[src/rtl/knp_pkg.sv]
// Shared types and constants of the k nearest points search.
// Used by knp_cand_cell, knp_cand_chain and k_nearest_points_3d; depends on nothing.
package knp_pkg;

  localparam int MAX_POINTS_DEF    = 1024;
  localparam int MAX_NEIGHBORS_DEF = 16;
  localparam int COORD_BITS_DEF    = 24;

  localparam int CAND_EXTRA = 6;

  localparam int ACTION_W   = 2;
  localparam int AXIS_W     = 2;
  localparam int RANK_W     = 10;
  localparam int PIDX_W     = 10;
  localparam int NIDX_W     = 10;
  localparam int NPOS_W     = 4;
  localparam int OUT_DATA_W = 16;

  localparam int PCOUNT_W    = 11;
  localparam int NCOUNT_W    = 5;
  localparam int CFG_DATA_W  = 11;
  localparam int CFG_INDEX_W = 1;

  localparam logic [ACTION_W-1:0] ACT_LOAD_POINT = 2'd0;
  localparam logic [ACTION_W-1:0] ACT_LOAD_ORDER = 2'd1;
  localparam logic [ACTION_W-1:0] ACT_QUERY      = 2'd2;

  localparam logic [AXIS_W-1:0] AXIS_X = 2'd0;
  localparam logic [AXIS_W-1:0] AXIS_Y = 2'd1;
  localparam logic [AXIS_W-1:0] AXIS_Z = 2'd2;

  localparam logic [CFG_INDEX_W-1:0] REG_POINT_COUNT    = 1'b0;
  localparam logic [CFG_INDEX_W-1:0] REG_NEIGHBOR_COUNT = 1'b1;

  typedef struct packed {
    logic clear;
    logic insert;
    logic trunc;
  } chain_cmd_t;

endpackage

[src/rtl/knp_cand_cell.sv]
// One candidate slot of the sorted candidate row: distance, point, valid.
// Depends on knp_pkg for the row command.
module knp_cand_cell #(
  parameter int DW = 50,
  parameter int IW = 10
) (
  input  logic                clk,
  input  logic                rst_n,
  input  knp_pkg::chain_cmd_t cmd,
  input  logic                keep,
  input  logic [DW-1:0]       new_d,
  input  logic [IW-1:0]       new_p,
  input  logic                prev_lt,
  input  logic                prev_valid,
  input  logic [DW-1:0]       prev_d,
  input  logic [IW-1:0]       prev_p,
  output logic                lt,
  output logic                valid,
  output logic [DW-1:0]       d,
  output logic [IW-1:0]       p,
  output logic                hit
);

  logic          valid_r, valid_nxt;
  logic [DW-1:0] d_r, d_nxt;
  logic [IW-1:0] p_r, p_nxt;

  assign lt    = !valid_r || (new_d < d_r) || ((new_d == d_r) && (new_p < p_r));
  assign hit   = valid_r && (p_r == new_p);
  assign valid = valid_r;
  assign d     = d_r;
  assign p     = p_r;

  always_comb begin
    valid_nxt = valid_r;
    d_nxt     = d_r;
    p_nxt     = p_r;
    priority if (cmd.clear) begin
      valid_nxt = 1'b0;
    end else if (cmd.insert) begin
      priority if (prev_lt) begin
        valid_nxt = prev_valid;
        d_nxt     = prev_d;
        p_nxt     = prev_p;
      end else if (lt) begin
        valid_nxt = 1'b1;
        d_nxt     = new_d;
        p_nxt     = new_p;
      end
    end else if (cmd.trunc) begin
      valid_nxt = valid_r && keep;
    end
  end

  always_ff @(posedge clk) begin
    if (!rst_n) begin
      valid_r <= 1'b0;
    end else begin
      valid_r <= valid_nxt;
    end
  end

  always_ff @(posedge clk) begin
    d_r <= d_nxt;
    p_r <= p_nxt;
  end

endmodule

[src/rtl/knp_cand_chain.sv]
// Row of candidate cells kept sorted by (distance, point); shifts on insert.
// Depends on knp_pkg and knp_cand_cell.
module knp_cand_chain #(
  parameter int DW   = 50,
  parameter int IW   = 10,
  parameter int KW   = 5,
  parameter int CAND = 22
) (
  input  logic                clk,
  input  logic                rst_n,
  input  knp_pkg::chain_cmd_t cmd,
  input  logic [DW-1:0]       new_d,
  input  logic [IW-1:0]       new_p,
  input  logic [KW-1:0]       kk,
  input  logic [KW-1:0]       sel,
  output logic                hit_any,
  output logic [DW-1:0]       thr,
  output logic [DW-1:0]       rd_d,
  output logic [IW-1:0]       rd_p
);

  localparam int CIW = $clog2(CAND);

  logic          lt_w    [CAND];
  logic          valid_w [CAND];
  logic [DW-1:0] d_w     [CAND];
  logic [IW-1:0] p_w     [CAND];
  logic [CAND-1:0] hit_w;
  logic [CIW-1:0]  thr_sel;

  for (genvar i = 0; i < CAND; i++) begin : g_cell
    logic          pl, pv;
    logic [DW-1:0] pd;
    logic [IW-1:0] pp;
    if (i == 0) begin : g_head
      assign pl = 1'b0;
      assign pv = 1'b0;
      assign pd = '0;
      assign pp = '0;
    end else begin : g_body
      assign pl = lt_w[i-1];
      assign pv = valid_w[i-1];
      assign pd = d_w[i-1];
      assign pp = p_w[i-1];
    end
    knp_cand_cell #(.DW(DW), .IW(IW)) u_cell (
      .clk        (clk),
      .rst_n      (rst_n),
      .cmd        (cmd),
      .keep       (i < int'(kk)),
      .new_d      (new_d),
      .new_p      (new_p),
      .prev_lt    (pl),
      .prev_valid (pv),
      .prev_d     (pd),
      .prev_p     (pp),
      .lt         (lt_w[i]),
      .valid      (valid_w[i]),
      .d          (d_w[i]),
      .p          (p_w[i]),
      .hit        (hit_w[i])
    );
  end

  assign hit_any = |hit_w;
  assign thr_sel = CIW'(kk - KW'(1));

  always_comb begin
    thr  = '0;
    rd_d = '0;
    rd_p = '0;
    for (int i = 0; i < CAND; i++) begin
      if (CIW'(i) == thr_sel) begin
        thr = d_w[i];
      end
      if (CIW'(i) == CIW'(sel)) begin
        rd_d = d_w[i];
        rd_p = p_w[i];
      end
    end
  end

endmodule

[config.mk]
export PLATFORM = sky130hd
export DESIGN_NAME = knp_cand_chain
export DESIGN_NICKNAME = d
export VERILOG_FILES = /design/src/rtl/knp_pkg.sv /design/src/rtl/knp_cand_cell.sv /design/src/rtl/knp_cand_chain.sv
export SDC_FILE = /design/constraint.sdc
export NUM_CORES = 2
export LEC_CHECK = 0
export BUFFER_PORTS_ARGS = -buffer_cell sky130_fd_sc_hd__buf_2
export CORE_ASPECT_RATIO = 1.75
export CORE_UTILIZATION = 32
export DETAILED_ROUTE_END_ITERATION = 10
export PLACE_DENSITY = 0.44
export SETUP_SLACK_MARGIN = 0.5
export SLEW_MARGIN = 30
export SYNTH_ARGS = -nofsm -noshare
export SYNTH_HDL_FRONTEND = slang
export SYNTH_SLANG_ARGS = --single-unit
[constraint.sdc]
create_clock -name clk -period 7 [get_ports clk]
set_input_delay 1.05 -clock clk [delete_from_list [all_inputs] [get_ports clk]]
set_output_delay 1.05 -clock clk [all_outputs]
set_load 0.02 [all_outputs]
== Yosys cells after proc, flatten, opt, wreduce, memory -nomap -nowiden ==
Index checks and enable logic that the tools add are counted.
W data, S select, Z words.
Storage, ports and cells
  latch bits: 0
  input port bits: 75
  memories kept: 0
  bits in read-only memories: 0
  memory bits (writable): 0
  bits in registers: 1342
Cells by class
  shift-type cells: 0
  divide/modulo/power cells: 0
  multiply operators: 0
  reduce and logical (&&, ||, !) cells: 202
  $add $sub $neg: 1
  $lt $le $gt $ge: 66
  bitwise gates (word level): 2
  muxes and demuxes: 237
  eq/ne operators: 108
Operators by type and width (count)
  $mux W50: 86
  $eq A50 B50 Y1: 22
  $lt A50 B50 Y1: 22
  $mux W10: 64
  $eq A10 B10 Y1: 22
  $lt A10 B10 Y1: 22
  $mux W1: 87
  $eq A4 B5 Y1 const A: 16
  $logic_and A1 B1 Y1: 66
  $reduce_and A3 Y1: 22
  $ne A3 B1 Y1 const B: 21
  $eq A5 B5 Y1 const A: 12
  $logic_or A1 B1 Y1: 44
  $reduce_and A2 Y1: 22
  $reduce_bool A2 Y1: 22
  $eq A3 B5 Y1 const A: 8
  $lt A4 B5 Y1 const A: 8
  $lt A5 B5 Y1 const A: 6
  $logic_not A1 Y1: 22
  $reduce_or A22 Y1: 1
  $eq A2 B5 Y1 const A: 4
  $lt A3 B5 Y1 const A: 4
  $eq A1 B5 Y1 const A: 2
  $logic_not A5 Y1: 2
  6 further kinds: 9

== Depth between registers and ports, before layout ==
  depth in word-level cells: 24
  depth in mapped cells: 14

== By module ==
A second synthesis with hierarchy kept.
Unflattened totals
  cell total of the unflattened synthesis: 11223
  area, all modules: 112061.2 sq um
By module, submodules not included
  knp_cand_cell: area an instance 4103.9 sq um, cells an instance 349, instances 22, seq. area each 1821.7 sq um
  knp_cand_chain: area an instance 21774.6 sq um, cells an instance 3545, instances 1, seq. area each 0.0 sq um

== Least setup slack after synthesis ==
Ideal clock, no wire load.
  path kind: input to register
  start point: in new_d[0]
  end point: reg g_cell[12].u_cell.d_r[0], enable pin
  setup slack: 40 ps
  path buffers: 2
  arrival: 6463 ps
  data required time: 6502 ps
  library setup time: 498 ps
  stages on the path: 13
  cells stage by stage: inv_1 > ha_1 > inv_1 > a21oi_1 > o21ai_1 > a21o_1 > a21o_1 > a221o_1 > or4_4 > o311a_4 > buf_6 > buf_8 > a21oi_1
Between the ends
  cells in the longest elaborated chain, start to end: 5
  elaborated cells between the ends (all ways): 12
RTL lines
  start, declared: line knp_cand_chain.sv:12  | input logic [DW-1:0] new_d,
  $lt A50 B50 Y1 or $eq A50 B50 Y1 (tied branches): line knp_cand_cell.sv:28  | assign lt = !valid_r || (new_d < d_r) || ((new_d == d_r) && (new_p < p_r));
  $logic_or A1 B1 Y1 or $logic_and A1 B1 Y1 (tied branches): line knp_cand_cell.sv:28
  $logic_or A1 B1 Y1: line knp_cand_cell.sv:28
  $reduce_bool A2 Y1 (no source line) *
  $reduce_and A3 Y1 (no source line) *
  end signal, assigned: line knp_cand_cell.sv:64  | d_r <= d_nxt;
  end, declared: line knp_cand_cell.sv:25  | logic [DW-1:0] d_r, d_nxt;
Mark *: on every way between the ends. The rest lies on a longest branch, timed or not.
A chain may end at the register's enable or synchronous reset.

== Worst setup path in the final report ==
  start point: in sel[2]
  end point: out rd_d[1]
Between the ends
  cells in the longest elaborated chain, start to end: 23
  elaborated cells between the ends (all ways): 44
RTL lines
  start, declared: line knp_cand_chain.sv:15  | input logic [KW-1:0] sel,
  $logic_not A5 Y1: line knp_cand_chain.sv:76  | if (CIW'(i) == CIW'(sel)) begin
  $mux W50 (21 in a row): line knp_cand_chain.sv:76
  $mux W50 *: line knp_cand_chain.sv:76
  end, declared: line knp_cand_chain.sv:18  | output logic [DW-1:0] rd_d,
Marks and branches as above.

==> impl_metrics.json <==
{
  "run_status": "completed",
  "hold_viol_final": 0,
  "ys_warn_count": 0,
  "clkPwrFrac_pct": 38.3,
  "arrival_ns": 5.76,
  "clock_latency_ns": 0.93,
  "placed_cells": 15400,
  "fillers": 32800,
  "overflow": 0,
  "synth_top_area_cell": "edfxtp_1",
  "slowest_delay_ns": 1.01,
  "synthArstFlopShare_pct": 0,
  "setup_viol": 0,
  "power_leakage_nw": 50.0,
  "synth_top_area_share_pct": 37.5,
  "tns_ns": 0,
  "path_class": "in2out",
  "area_growth_pct": 14.6,
  "first_pass_iters": 9,
  "clkSinkCount": 1342,
  "htreeDepth": 4,
  "ant_nets": 0,
  "synthCells": 10800,
  "switching_power_w": 0.00769,
  "viasPerCell": 6.22,
  "drt-wirelength-per-cell_um": 40.7,
  "hpwlAfterDp_um": 501000,
  "maxCapViolCount": 0,
  "clk_pin_slew_ns": 0.06,
  "r2r_slack_ns": 2.04,
  "worst_pin_slew_ns": 1.24,
  "syn-num-nets": 12200,
  "clockRootBuffer": "clkbuf_16",
  "die_x_um": 437,
  "critPathSlowestCell": "a222oi_1",
  "grt_pass1_vias": 97300,
  "seqPwrFrac_pct": 41.6,
  "globalplace.congestion": 1.02,
  "cp_cell_sequence": "buf_2 > buf_4 > or3b_2 > nor2_4 > buf_4 > a22oi_1 > a222oi_1 > o21ai_0 > a32oi_1 > a221o_1 > buf_2",
  "cp_max_fo": 15,
  "ys.flop_type": "edfxtp_1",
  "fin_nets": 12600,
  "max_freq_ghz": 0.147,
  "ys_top_cells_by_count": "1330 x inv_1, 1320 x edfxtp_1, 1320 x ha_1",
  "intPower_w": 0.0155,
  "cp_data_required_time_ns": 5.95,
  "drive_above_1_share_pct": 18.2,
  "power.density_nw_per_um2": 191,
  "syn_area_um2": 106000,
  "comb_power_share_pct": 20.2,
  "critPathLaunchType": "input port",
  "antenna_found_initial": 37,
  "wl_um": 638000,
  "critPathTopFamily": "compound AO/OA/AOI/OAI gates",
  "stdcell_count": 15700,
  "track_usage_pct": 37.2,
  "synth_edf_count": 1320,
  "cts_made_buffers": 164,
  "power_w": 0.0232,
  "slew_headroom_pct": 16.6,
  "clock_path_buffers": 4,
  "io_buffers": 185,
  "ys_types": 86,
  "start_util_pct": 32.2,
  "synth_area_leaders": "edfxtp_1 37%, ha_1 16%, mux2_2 8.6%, inv_1 4.7%, o21ai_0 4.5%",
  "fin_crit_sh_pct": 97.3,
  "syn_area_per_cell_um2": 9.77,
  "drt_iter0_markers": 11100,
  "clock_skew_ns": 0.0544,
  "switching_share_pct": 33.2,
  "cts_hold_buffers": 0,
  "synth_most_common_cell": "inv_1",
  "die_area_um2": 333000,
  "core-area_um2": 328000,
  "hp-class": "reg2reg",
  "num_vias": 97500,
  "io_pins": 186,
  "drc": 0,
  "place_ws_ns": 0.485,
  "path_buf_inv": 4,
  "ir_drop_v": 0.000189,
  "drv_slew": 0,
  "grt_max_degree": 80,
  "tritoncts": "done",
  "ys_ff_latch": 1342,
  "grt_setup_unrepaired": "false",
  "rows": 278,
  "synth_seq_area_share_pct": 37.9,
  "layout_setup_ws_ns": 0.186,
  "fin_crit_ns": 6.81,
  "fp.dieH_um": 763,
  "grt_first_pass_wirelength_um": 849000,
  "end_kind": "primary output"
}
-- logic make-up (layout without fill, tap and decap cells) --
kind of cell	Yosys count	in the layout	share of synthesized area (%)
flip-flops	1342	1342	37.9
AND/OR/NAND/NOR	1896	1896	8.47
other	0	16	0
adder cells (fa/ha/maj)	1320	1320	15.6
buffers and inverters	1980	2457	7.31
AO/OA/AOI/OAI	3271	3271	19.9
multiplexers	1018	1018	10.8
-- area by class of cell --
type / count / area, um^2 / area share (%)
Antenna cell: 16 / 40.0 / 0.0330
Clock buffer: 212 / 4430 / 3.66
Clock inverter: 78 / 643 / 0.531
Inverter: 1331 / 5000 / 4.13
Tap cell: 4340 / 5430 / 4.48
Timing Repair Buffer: 836 / 6830 / 5.64
Sequential cell: 1342 / 40100 / 33.1
Multi-Input combinational cell: 7505 / 58700 / 48.5
-- power by group through the flow --
stage                     combinational (W)  clock [W]  sequential [W]
after floorplan                     0.00228          0         0.00950
after global placement              0.00445          0         0.00979
after detailed placement            0.00452          0         0.00978
after CTS                           0.00455    0.00896         0.00961
after global routing                0.00487    0.00917         0.00963
final                               0.00467    0.00887         0.00963
-- worst min-delay path: stages (launching register included) --
cell and delay, ns:
dfxtp_1 0.36, nand2_1 0.07, a21oi_1 0.05
-- per-layer routing --
metal | vias to the layer above | share of wire, % | track usage (%)
met4 | 8 | 14 | 42.6
li1 | 41500 | - | -
met1 | 48500 | 32 | 37.0
met2 | 5279 | 48 | 62.8
met3 | 2162 | 5.9 | 5.48
met5 | - | 0.015 | 0
-- layout by cell type (no fill, tap or decap), drive strengths merged, types with 22 or more instances in the layout --
master | netlist | routed
inv | 1330 | 1329
ha | 1320 | 1320
edfxtp | 1320 | 1320
o21ai | 961 | 961
mux2 | 850 | 850
buf | 202 | 835
nand2 | 713 | 713
a21oi | 680 | 680
nor2 | 372 | 372
nand4 | 275 | 275
a22oi | 260 | 260
o22ai | 242 | 242
a21o | 230 | 230
clkbuf | 447 | 213
nand3 | 173 | 173
mux2i | 165 | 165
a221oi | 144 | 144
nor3 | 111 | 111
a211oi | 101 | 101
a222oi | 82 | 82
nor2b | 76 | 76
o221ai | 75 | 75
a31oi | 70 | 70
clkinv | 1 | 69
o211ai | 66 | 66
a221o | 46 | 46
a22o | 41 | 41
o21a | 38 | 38
a32oi | 35 | 35
a2111oi | 33 | 33
nand2b | 31 | 31
nor4 | 26 | 26
dfxtp | 22 | 22
-- worst paths after layout --
kind | from | endpoint | depth (start not counted)
worst max-delay path | sel[2] | rd_d[1] | 11
worst min-delay path | g_cell[10].u_cell.valid$_SDFFE_PP0P_ | g_cell[11].u_cell.valid$_SDFFE_PP0P_ | 2
worst max register to register | g_cell[2].u_cell.d[14]$_DFFE_PP_ | g_cell[3].u_cell.p[0]$_DFFE_PP_ | 11
worst min register to register | g_cell[10].u_cell.valid$_SDFFE_PP0P_ | g_cell[11].u_cell.valid$_SDFFE_PP0P_ | 2
-- metrics by stage --
stage          hold WS, ns  util (%)  cell area, um^2
4_1_cts              0.531      36.9           121000
6_report             0.528      36.9           121000
3_3_place_gp         0.502      35.3           116000
2_1_floorplan        0.459         -           106000
3_5_place_dp         0.523      35.4           116000
5_1_grt              0.550      36.9           121000
-- what timing repair did --
action | 4_1_cts | 5_1_grt
setup buffers | 3 | 0
pin swaps | 0 | 0
gates cloned | 0 | 0
resized for setup | 0 | 3
endpoints found under the setup margin | 4 | 2
-- registers in the layout (all words and copies together), names as in the netlist --
signal,flops
g_cell.u_cell.d,1100
g_cell.u_cell.p,220
g_cell.u_cell.valid,22
Power figures use the tool's default switching activity.
