--- config.mk ---
export PLATFORM = sky130hd
export DESIGN_NAME = knp_ram
export DESIGN_NICKNAME = d
export VERILOG_FILES = /design/src/rtl/knp_ram.sv
export SDC_FILE = /design/constraint.sdc
export NUM_CORES = 1
export LEC_CHECK = 0
export BUFFER_PORTS_ARGS = -buffer_cell sky130_fd_sc_hd__buf_4
export CAP_MARGIN = 20
export CELL_PAD_IN_SITES_DETAIL_PLACEMENT = 1
export CELL_PAD_IN_SITES_GLOBAL_PLACEMENT = 2
export CORE_MARGIN = 4
export CORE_UTILIZATION = 39
export DETAILED_ROUTE_END_ITERATION = 8
export PLACE_DENSITY = 0.86
export SKIP_LAST_GASP = 1
export SYNTH_ARGS = -nofsm -noshare
export SYNTH_HDL_FRONTEND = slang
export SYNTH_SLANG_ARGS = --single-unit
export TNS_END_PERCENT = 30
--- constraint.sdc ---
create_clock -name clk -period 2.2 [get_ports clk]
set_clock_uncertainty 0.05 [all_clocks]
set_input_delay 0.44 -clock clk [delete_from_list [all_inputs] [get_ports clk]]
set_output_delay 0.44 -clock clk [all_outputs]
set_load 0.005 [all_outputs]
--- src/rtl/knp_ram.sv ---
// Generic simple dual-port RAM with registered read.
// No dependencies.
module knp_ram #(
  parameter int WIDTH = 8,
  parameter int DEPTH = 2
) (
  input  logic                     clk,
  input  logic                     we,
  input  logic [$clog2(DEPTH)-1:0] waddr,
  input  logic [WIDTH-1:0]         wdata,
  input  logic [$clog2(DEPTH)-1:0] raddr,
  output logic [WIDTH-1:0]         rdata
);

  logic [WIDTH-1:0] mem [DEPTH];
  logic [WIDTH-1:0] rdata_r;

  always_ff @(posedge clk) begin
    if (we) begin
      mem[waddr] <= wdata;
    end
    rdata_r <= mem[raddr];
  end

  assign rdata = rdata_r;

endmodule

==> Word level (Yosys, flattened, before mapping) <==
Memories as Yosys holds them, arrays and structs flattened. A register that Yosys moved wholly into a read port is not among the register bits.
Cells that the tools add are included.
Widths: inputs -> output; s select.
{ "word_totals": {"mem_bits_rw": 16, "ff_bits": 0, "word_cells": 3, "input_bits": 12, "out_inout_bits": 8, "mem_count": 1} }
{ "op_classes": {"mux": 2} }
{ "mem_list": {"columns": ["name", "words", "width", "rd", "rd_ports_with_merged_regs", "write_ports", "line", "source"], "rows": [
  ["mem", 2, 8, 1, 1, 1, "15", "logic [WIDTH-1:0] mem [DEPTH];"]
]} }
{ "op_table": {"columns": ["operator", "count"], "rows": [
  ["$mux 1", 2]
]} }

==> Longest topological paths before layout <==
Gate-level depths: netlist of run 1.
{ "logic_depth": {"depth_word": 2, "depth_mapped": 2, "mapped_depth_nobuf": 1} }

==> Worst setup path before layout of run 1 <==
Ideal clock, no wire load.
{ "synth_path": {"kind": "input to register", "startpoint": "in we", "endpoint": "mem mem[0][0] (enable)", "setup_time_ns": 0.373, "path_buffers": 0, "path_slack_ns": 0.917, "required_time_ns": 1.777, "arrival_ns": 0.860, "cell_stages": 1, "path_cell_list": "nor2b_1"} }
{ "synth_via": {"elab_chain_len": 2} }
{ "synth_rtl": {"columns": ["element", "line", "source"], "rows": [
  ["from (decl)", "8", "input logic we,"],
  ["$mux 1", "19", "if (we) begin"],
  ["$mux 1 (implied by the code)", "20", "mem[waddr] <= wdata;"],
  ["to (decl)", "15", null]
]} }
No other way between the ends.

==> Worst setup path in the final report of run 1 <==
{ "layout_path": {"startpoint": "reg rdata_r[5], in the netlist rdata[5], read port of mem", "endpoint": "out rdata[5]"} }
{ "layout_lines": {"columns": ["element", "line", "source"], "rows": [
  ["from (decl)", "16", "logic [WIDTH-1:0] rdata_r;"],
  ["to (decl)", "12", "output logic [WIDTH-1:0] rdata"]
]} }
No word-level cell between the ends.

==> run_results.csv, run 1 <==
group,metric,value,unit
synth,yosys_warnings,0,
floorplan,fp.dieW,52.9,µm
pwr,p_leak,0.400,nW
cts,htreeDepth,1,
global_route,grt_usage,9.24,%
final_layout,drive_gt1_share,54.4,%
cts,clk_path_buf_depth,2,
pwr,power_density,828,mW/mm²
detailed_routing,vias,352,
placement,place_area,947,µm²
synth,syn_area,785,µm²
final_layout,nFillCells,180,
detailed_routing,drtIter0Drc,2,
sta,drv_slew,0,
setup_path,start_kind,"flip-flop",
setup_path,max_stage_delay,0.32,ns
synth,yosys.area.top_type_share,61.2,%
job,drv_cap,0,
floorplan,initial_utilization,43.1,%
cts,clock-sinks,24,
global_route,grt_overflow,0,
global_route,grt_max_degree,14,
placement,dp_hpwl,819,µm
cts,clkTransAtPathRegs,0.12,ns
sta,max_freq,812,MHz
min_path,hold_class,"in -> reg",
cts,clock_latency,0.30,ns
sta,hold_viol_final,0,
placement,place.gp.congestion,0.634,
synth,synth-edff-count,16,
cts,cts_buffers,3,
setup_path,worstSetupEndpointType,"output pin",
detailed_routing,routedWlPerCell,12.8,µm
placement,dp_cells,78,
cts,post_cts_resized,0,
setup_path,required,1.71,ns
setup_path,reg2reg_slack,1.38,ns
sta,setup_violations,0,
synth,synthTopCellsByArea,"edfxtp_1, dfxtp_1, mux2_4, buf_6, and2_1",
sta,min_period,1.23,ns
synth,synth.avg_cell_area,22.4,µm²
sta,timing.hold.ws,0.267,ns
cts,postCtsSetupBuffers,0,
final_layout,areaGrowthSynthToFinish,25.4,%
synth,synth.largest_area_cell,"edfxtp_1",
final_layout,utilization,54.0,%
pwr,ir_drop,517,µV
setup_path,cp_cell_sequence,"buf_4",
sta,maxSlewHeadroom,53.1,%
setup_path,cp.arrival,0.74,ns
sta,rsz0062_at_grt,"false",
synth,yosysSeqAreaShare,81.7,%
synth,syn_inst,35,
detailed_routing,finalWirelength,1050,µm
global_route,grt_pass1_vias,412,
synth,yosys-top-cells-count,"edfxtp_1, dfxtp_1, mux2_4",
synth,ys_async_sr_fraction,0,%
detailed_routing,postRouteAntennaNets,0,
placement,place_ws,0.631,ns
sta,tns,0,ns
synth,synth_most_common_cell,"edfxtp_1",
sta,fin_ws,0.969,ns
cts,cts_root_buf,"clkbuf_4",
cts,cts_tree,"done",
synth,syn_nets,47,
floorplan,die_area,0.00279,mm²
detailed_routing,vias_per_cell,4.29,
floorplan,core_area,0.00182,mm²
pwr,finalPower,0.815,mW
detailed_routing,dr.pass1.iters,2,
synth,synthDistinctLibCells,6,
sta,post-route-period-util,56.0,%
setup_path,crit_family,"flip-flops",
setup_path,crit_buf_inv,1,
final_layout,stdcell_count,82,
floorplan,die_height,52.9,µm
final_layout,final_nets,70,
setup_path,worstSetupPathType,"reg -> out",
synth,synth-seq-cells,24,
sta,timing_worst_slew_pin_value,0.701,ns
global_route,antenna_found_initial,0,
floorplan,rows,15,
synth,synth_flop_cell,"edfxtp_1",
run_status,outcome,"complete, no violations",
setup_path,critPathSlowestCell,"dfxtp_1",
placement,numPortBuffers,19,
final_layout,postLayoutCellArea,983,µm²
detailed_routing,drc_errors,0,
global_route,grt_first_pass_wirelength,1790,µm
setup_path,critPathMaxFanout,1,
cts,cts_hold_buf,0,
final_layout,n_antenna_cell,0,
floorplan,ioPinCount,20,
layout make-up:
cell class,instances,area (µm²),share of cell area (%)
clock buffer,4,36.3,3.69
multi-input combinational,10,133,13.5
sequential,24,641,65.1
tap,25,31.3,3.18
timing repair buffer,19,143,14.5
worst paths after layout:
path	cells after the start	to	start
max reg2reg	1	rdata[4]$_DFF_P_	mem[0][4]$_DFFE_PP_
min	1	mem[1][3]$_DFFE_PP_	wdata[3]
max	1	rdata[5]	rdata[5]$_DFF_P_
min reg2reg	1	rdata[2]$_DFF_P_	mem[1][2]$_DFFE_PP_
where the power goes:
part / internal, mW / switching [mW] / total, mW
logic: 0.0480 / 0.0233 / 0.0713
clock network: 0.101 / 0.117 / 0.218
registers: 0.516 / 0.00875 / 0.525
total: 0.665 / 0.150 / 0.815
cell usage in the layout (no fill, tap or decap):
| cell | n |
|---|---|
| mux2_4 | 8 |
| and2_1 | 1 |
| clkbuf_8 | 1 |
| dfxtp_1 | 8 |
| buf_4 | 19 |
| nor2b_1 | 1 |
| edfxtp_1 | 16 |
| clkbuf_4 | 3 |
sequential cells by signal, indices dropped and copies added (netlist names):
register	count
rdata	8
mem	16
cells by family after synthesis:
logic type,Yosys count,synth area share [%]
flip-flops,24,81.7
multiplexers,8,15.3
AND/OR/NAND/NOR,2,1.60
buffers and inverters,1,1.44
metal layers:
metal	GRT usage (%)	up-vias	part of all wire, %
li1	-	173	-
met1	10.2	164	39
met2	15.5	15	51
met3	3.94	0	9.6
met4	3.83	0	0
met5	0	-	0
No activity file was read; power rests on OpenSTA's default activity.
==> run 2, diff against run 1 <==
--- a/config.mk
+++ b/config.mk
@@ -10,9 +10,9 @@
 export CELL_PAD_IN_SITES_DETAIL_PLACEMENT = 1
 export CELL_PAD_IN_SITES_GLOBAL_PLACEMENT = 2
 export CORE_MARGIN = 4
-export CORE_UTILIZATION = 39
+export CORE_UTILIZATION = 32
 export DETAILED_ROUTE_END_ITERATION = 8
-export PLACE_DENSITY = 0.86
+export PLACE_DENSITY = 0.77
 export SKIP_LAST_GASP = 1
 export SYNTH_ARGS = -nofsm -noshare
 export SYNTH_HDL_FRONTEND = slang
==> constraint.sdc (replaced) <==
create_clock -name clk -period 1.1 [get_ports clk]
set_clock_uncertainty 0.05 [all_clocks]
set_input_delay 0.22 -clock clk [delete_from_list [all_inputs] [get_ports clk]]
set_output_delay 0.22 -clock clk [all_outputs]
set_load 0.005 [all_outputs]
==> run 2 against run 1 <==
  * Sequential share of layout area is 1.8 points lower
  * Clock power rose to 2.8 times the previous value
  * Via count down 1.4%
  * Global-route usage is 2.1 points lower
  * Setup slack got worse by 0.89 ns
  * Sequential power up 100%
  * Final area up 2.8%
  * Highest routed layer is now met4
==> run_results.csv, run 2 (synthesized netlist as in run 1, its figures left out) <==
group,metric,value,unit
detailed_routing,routedWlPerCell,11.7,µm
setup_path,cp_cell_sequence,"buf_4",
global_route,antenna_found_initial,0,
setup_path,required,0.83,ns
sta,drv_slew,0,
sta,post-route-period-util,92.6,%
cts,cts_hold_buf,0,
sta,maxSlewHeadroom,76.5,%
floorplan,ioPinCount,20,
final_layout,areaGrowthSynthToFinish,28.9,%
detailed_routing,drc_errors,0,
floorplan,fp.dieW,57.5,µm
pwr,p_leak,0.413,nW
cts,cts_tree,"done",
placement,numPortBuffers,19,
detailed_routing,vias_per_cell,4.03,
detailed_routing,vias,347,
min_path,hold_class,"in -> reg",
sta,setup_violations,0,
setup_path,worstSetupPathType,"reg -> out",
detailed_routing,dr.pass1.iters,1,
run_status,outcome,"complete, no violations",
setup_path,crit_family,"flip-flops",
floorplan,die_area,0.00331,mm²
global_route,grt_first_pass_wirelength,1680,µm
setup_path,critPathSlowestCell,"dfxtp_1",
pwr,power_density,1780,mW/mm²
setup_path,crit_buf_inv,1,
global_route,grt_max_degree,15,
detailed_routing,drtIter0Drc,0,
placement,place_area,958,µm²
cts,cts_buffers,3,
setup_path,cp.arrival,0.75,ns
cts,clkTransAtPathRegs,0.12,ns
final_layout,final_nets,71,
sta,max_freq,982,MHz
cts,clk_path_buf_depth,2,
setup_path,reg2reg_slack,0.27,ns
cts,post_cts_resized,0,
final_layout,layout_common_cells,"buf_4, edfxtp_1, mux2_4, dfxtp_1, clkbuf_4",
sta,timing_worst_slew_pin_value,0.353,ns
floorplan,rows,17,
job,drv_cap,0,
final_layout,layout_commonest_cell,"buf_4",
final_layout,postLayoutCellArea,0.00101,mm²
global_route,grt_pass1_vias,388,
cts,clock_latency,0.30,ns
sta,rsz0062_at_grt,"false",
sta,min_period,1.02,ns
sta,tns,0,ns
final_layout,top_register,"mem",
detailed_routing,postRouteAntennaNets,0,
final_layout,largest_reg_flops,16,
setup_path,worstSetupEndpointType,"output pin",
detailed_routing,finalWirelength,1010,µm
floorplan,die_height,57.5,µm
placement,place.gp.congestion,0.650,
floorplan,core_area,0.00228,mm²
final_layout,nFillCells,225,
setup_path,max_stage_delay,0.32,ns
final_layout,drive_gt1_share,55.2,%
setup_path,critPathMaxFanout,1,
cts,htreeDepth,1,
setup_path,start_kind,"flip-flop",
global_route,grt_overflow,0,
cts,postCtsSetupBuffers,0,
floorplan,initial_utilization,34.5,%
final_layout,n_antenna_cell,0,
cts,cts_root_buf,"clkbuf_4",
cts,clock-sinks,24,
sta,hold_viol_final,0,
global_route,grt_usage,7.14,%
pwr,ir_drop,873,µV
run 2: area by class of cell:
cell class	count	area [µm²]	area share (%)
clock buffers	3	22.5	2.23
clock inverters	1	30.0	2.97
flip-flops and latches	24	641	63.4
repair buffers	20	150	14.9
multi-input cells	10	133	13.1
well taps	28	35.0	3.47
run 2: power by group:
part	total, mW	internal, mW	leakage, nW	switching, mW
clock	0.602	0.368	0.0279	0.234
combinational	0.144	0.0983	0.167	0.0462
sequential	1.05	1.03	0.218	0.0171
total	1.80	1.50	0.413	0.298
run 2: worst paths after layout:
path                            start  cells past startpoint             endpoint
setup / recovery     rdata[5]$_DFF_P_                      1             rdata[5]
setup reg to reg  mem[0][3]$_DFFE_PP_                      1     rdata[3]$_DFF_P_
hold / removal               wdata[4]                      1  mem[0][4]$_DFFE_PP_
hold reg to reg   mem[1][7]$_DFFE_PP_                      1     rdata[7]$_DFF_P_
run 2: layer usage:
| layer | vias to the layer above | wire [µm] | GRT usage, % |
|---|---|---|---|
| li1 | 173 | - | - |
| met1 | 158 | 324 | 5.84 |
| met2 | 14 | 572 | 13.4 |
| met3 | 2 | 96 | 2.94 |
| met4 | 0 | 17 | 4.97 |
| met5 | - | 0 | 0 |
run 2: metrics by stage:
stage	utilization (%)	instances	power (mW)	hold slack, ns	worst slack [ns]
detailed placement	42.1	82	1.22	0.358	0.0663
CTS	44.4	86	1.83	0.0254	0.0587
floorplan	-	35	1.13	0.269	0.0366
global route	44.4	86	1.89	0.00538	0.0181
global placement	42.1	82	1.21	0.356	0.0847
finish	44.4	86	1.80	0.0422	0.0813
==> run 3, diff against run 2 <==
--- a/config.mk
+++ b/config.mk
@@ -9,7 +9,7 @@
 export CAP_MARGIN = 20
 export CELL_PAD_IN_SITES_DETAIL_PLACEMENT = 1
 export CELL_PAD_IN_SITES_GLOBAL_PLACEMENT = 2
-export CORE_MARGIN = 4
+export CORE_ASPECT_RATIO = 0.7
 export CORE_UTILIZATION = 32
 export DETAILED_ROUTE_END_ITERATION = 8
 export PLACE_DENSITY = 0.77
==> run 3 against run 2 <==
  * Final area shrank 1.1%
  * Largest cell class unchanged
  * Via count rose by 1.4%
  * Critical path depth unchanged
==> run_results.csv, run 3 (synthesized netlist as in run 1, its figures left out) <==
group,metric,value,unit
setup_path,r2r.worst_path.cells,1,
sta,rsz0062_at_grt,"false",
setup_path,worstSetupPathType,"reg -> out",
final_layout,largest_reg_flops,16,
cts,clock-sinks,24,
final_layout,areaGrowthSynthToFinish,27.4,%
detailed_routing,vias_per_cell,3.91,
setup_path,crit_start,"rdata[3]$_DFF_P_",
min_path,hold_class,"in -> reg",
floorplan,core_area,0.00222,mm²
sta,timing_worst_slew_pin_value,0.361,ns
setup_path,r2r-start,"mem[0][7]$_DFFE_PP_",
floorplan,fp.dieW,61.2,µm
placement,place.gp.congestion,0.620,
setup_path,crit_family,"flip-flops",
cts,cts_root_buf,"clkbuf_4",
cts,clock_latency,0.30,ns
placement,numPortBuffers,19,
final_layout,top_register,"mem",
setup_path,start_kind,"flip-flop",
cts,htreeDepth,1,
global_route,grt_pass1_vias,333,
global_route,grt_first_pass_wirelength,1410,µm
setup_path,required,0.83,ns
setup_path,worstSetupEndpointType,"output pin",
sta,tns,0,ns
floorplan,rows,14,
floorplan,die_height,43.4,µm
final_layout,postLayoutCellArea,1000,µm²
final_layout,final_nets,71,
sta,setup_violations,0,
pwr,ir_drop,777,µV
pwr,p_leak,0.406,nW
detailed_routing,postRouteAntennaNets,0,
setup_path,path_depth,1,
sta,post-route-period-util,92.2,%
cts,clk_path_buf_depth,2,
job,drv_cap,0,
detailed_routing,routedWlPerCell,10.7,µm
cts,cts_tree,"done",
cts,cts_hold_buf,0,
global_route,grt_overflow,0,
setup_path,cp-endpoint,"rdata[3]",
placement,place_area,963,µm²
sta,drv_slew,0,
pwr,power_density,1630,mW/mm²
detailed_routing,dr.pass1.iters,2,
global_route,grt_usage,8.13,%
final_layout,drive_gt1_share,55.2,%
sta,hold_viol_final,0,
detailed_routing,finalWirelength,964,µm
setup_path,critPathSlowestCell,"dfxtp_1",
final_layout,n_antenna_cell,0,
detailed_routing,drc_errors,0,
setup_path,reg2reg_slack,0.27,ns
floorplan,die_area,0.00266,mm²
pwr,finalPower,1.63,mW
sta,max_freq,986,MHz
setup_path,cp.arrival,0.74,ns
final_layout,layout_common_cells,"buf_4, edfxtp_1, mux2_4, dfxtp_1, clkbuf_4",
detailed_routing,drtIter0Drc,1,
setup_path,critPathMaxFanout,1,
final_layout,nFillCells,237,
final_layout,layout_commonest_cell,"buf_4",
cts,postCtsSetupBuffers,0,
global_route,grt_max_degree,14,
cts,cts_buffers,3,
global_route,antenna_found_initial,0,
setup_path,cp_cell_sequence,"buf_4",
floorplan,ioPinCount,20,
cts,post_cts_resized,0,
sta,maxSlewHeadroom,76.0,%
setup_path,max_stage_delay,0.32,ns
run_status,outcome,"complete, no violations",
cts,clkTransAtPathRegs,0.12,ns
floorplan,initial_utilization,35.3,%
detailed_routing,vias,352,
setup_path,reg2reg_to,"rdata[7]$_DFF_P_",
setup_path,crit_buf_inv,1,
sta,min_period,1.01,ns
==> run 3: where the power goes <==
group	leakage [nW]	internal, mW	switching, mW	total (mW)
clock network	0.0210	0.202	0.238	0.440
registers	0.218	1.03	0.0164	1.05
logic	0.167	0.0983	0.0460	0.144
total	0.406	1.33	0.300	1.63
==> run 3: metrics by stage <==
| step | instances | worst slack [ns] | hold WS [ns] | utilization [%] |
|---|---|---|---|---|
| after global placement | 86 | 0.0813 | 0.359 | 43.3 |
| after global routing | 90 | 0.0417 | 0.0187 | 44.9 |
| after CTS | 90 | 0.0737 | 0.0337 | 44.9 |
| after detailed placement | 86 | 0.0575 | 0.360 | 43.3 |
| after floorplan | 35 | 0.0366 | 0.269 | - |
| final | 90 | 0.0858 | 0.0426 | 44.9 |
==> run 3: layout make-up <==
| cell class | count | area (µm²) | area share [%] |
|---|---|---|---|
| Sequential cell | 24 | 641 | 64.1 |
| Multi-Input combinational cell | 10 | 133 | 13.3 |
| Clock buffer | 4 | 36.3 | 3.63 |
| Tap cell | 32 | 40.0 | 4.01 |
| Timing Repair Buffer | 20 | 150 | 15.0 |
==> run 3: worst min path at each step <==
stage                     startpoint             endpoint  cells after the start
after floorplan             wdata[0]  mem[0][0]$_DFFE_PP_                      0
after CTS                   wdata[4]  mem[0][4]$_DFFE_PP_                      1
after global routing        wdata[4]  mem[0][4]$_DFFE_PP_                      1
after global placement      wdata[0]  mem[0][0]$_DFFE_PP_                      1
after detailed placement    wdata[4]  mem[1][4]$_DFFE_PP_                      1
final                       wdata[5]  mem[0][5]$_DFFE_PP_                      1
==> run 3: routing by layer <==
layer	GRT usage [%]	wire length, µm	up-vias
met4	4.09	14	0
met1	7.63	379	162
li1	-	-	174
met3	5.37	68	2
met2	13.5	501	14
met5	0	0	-
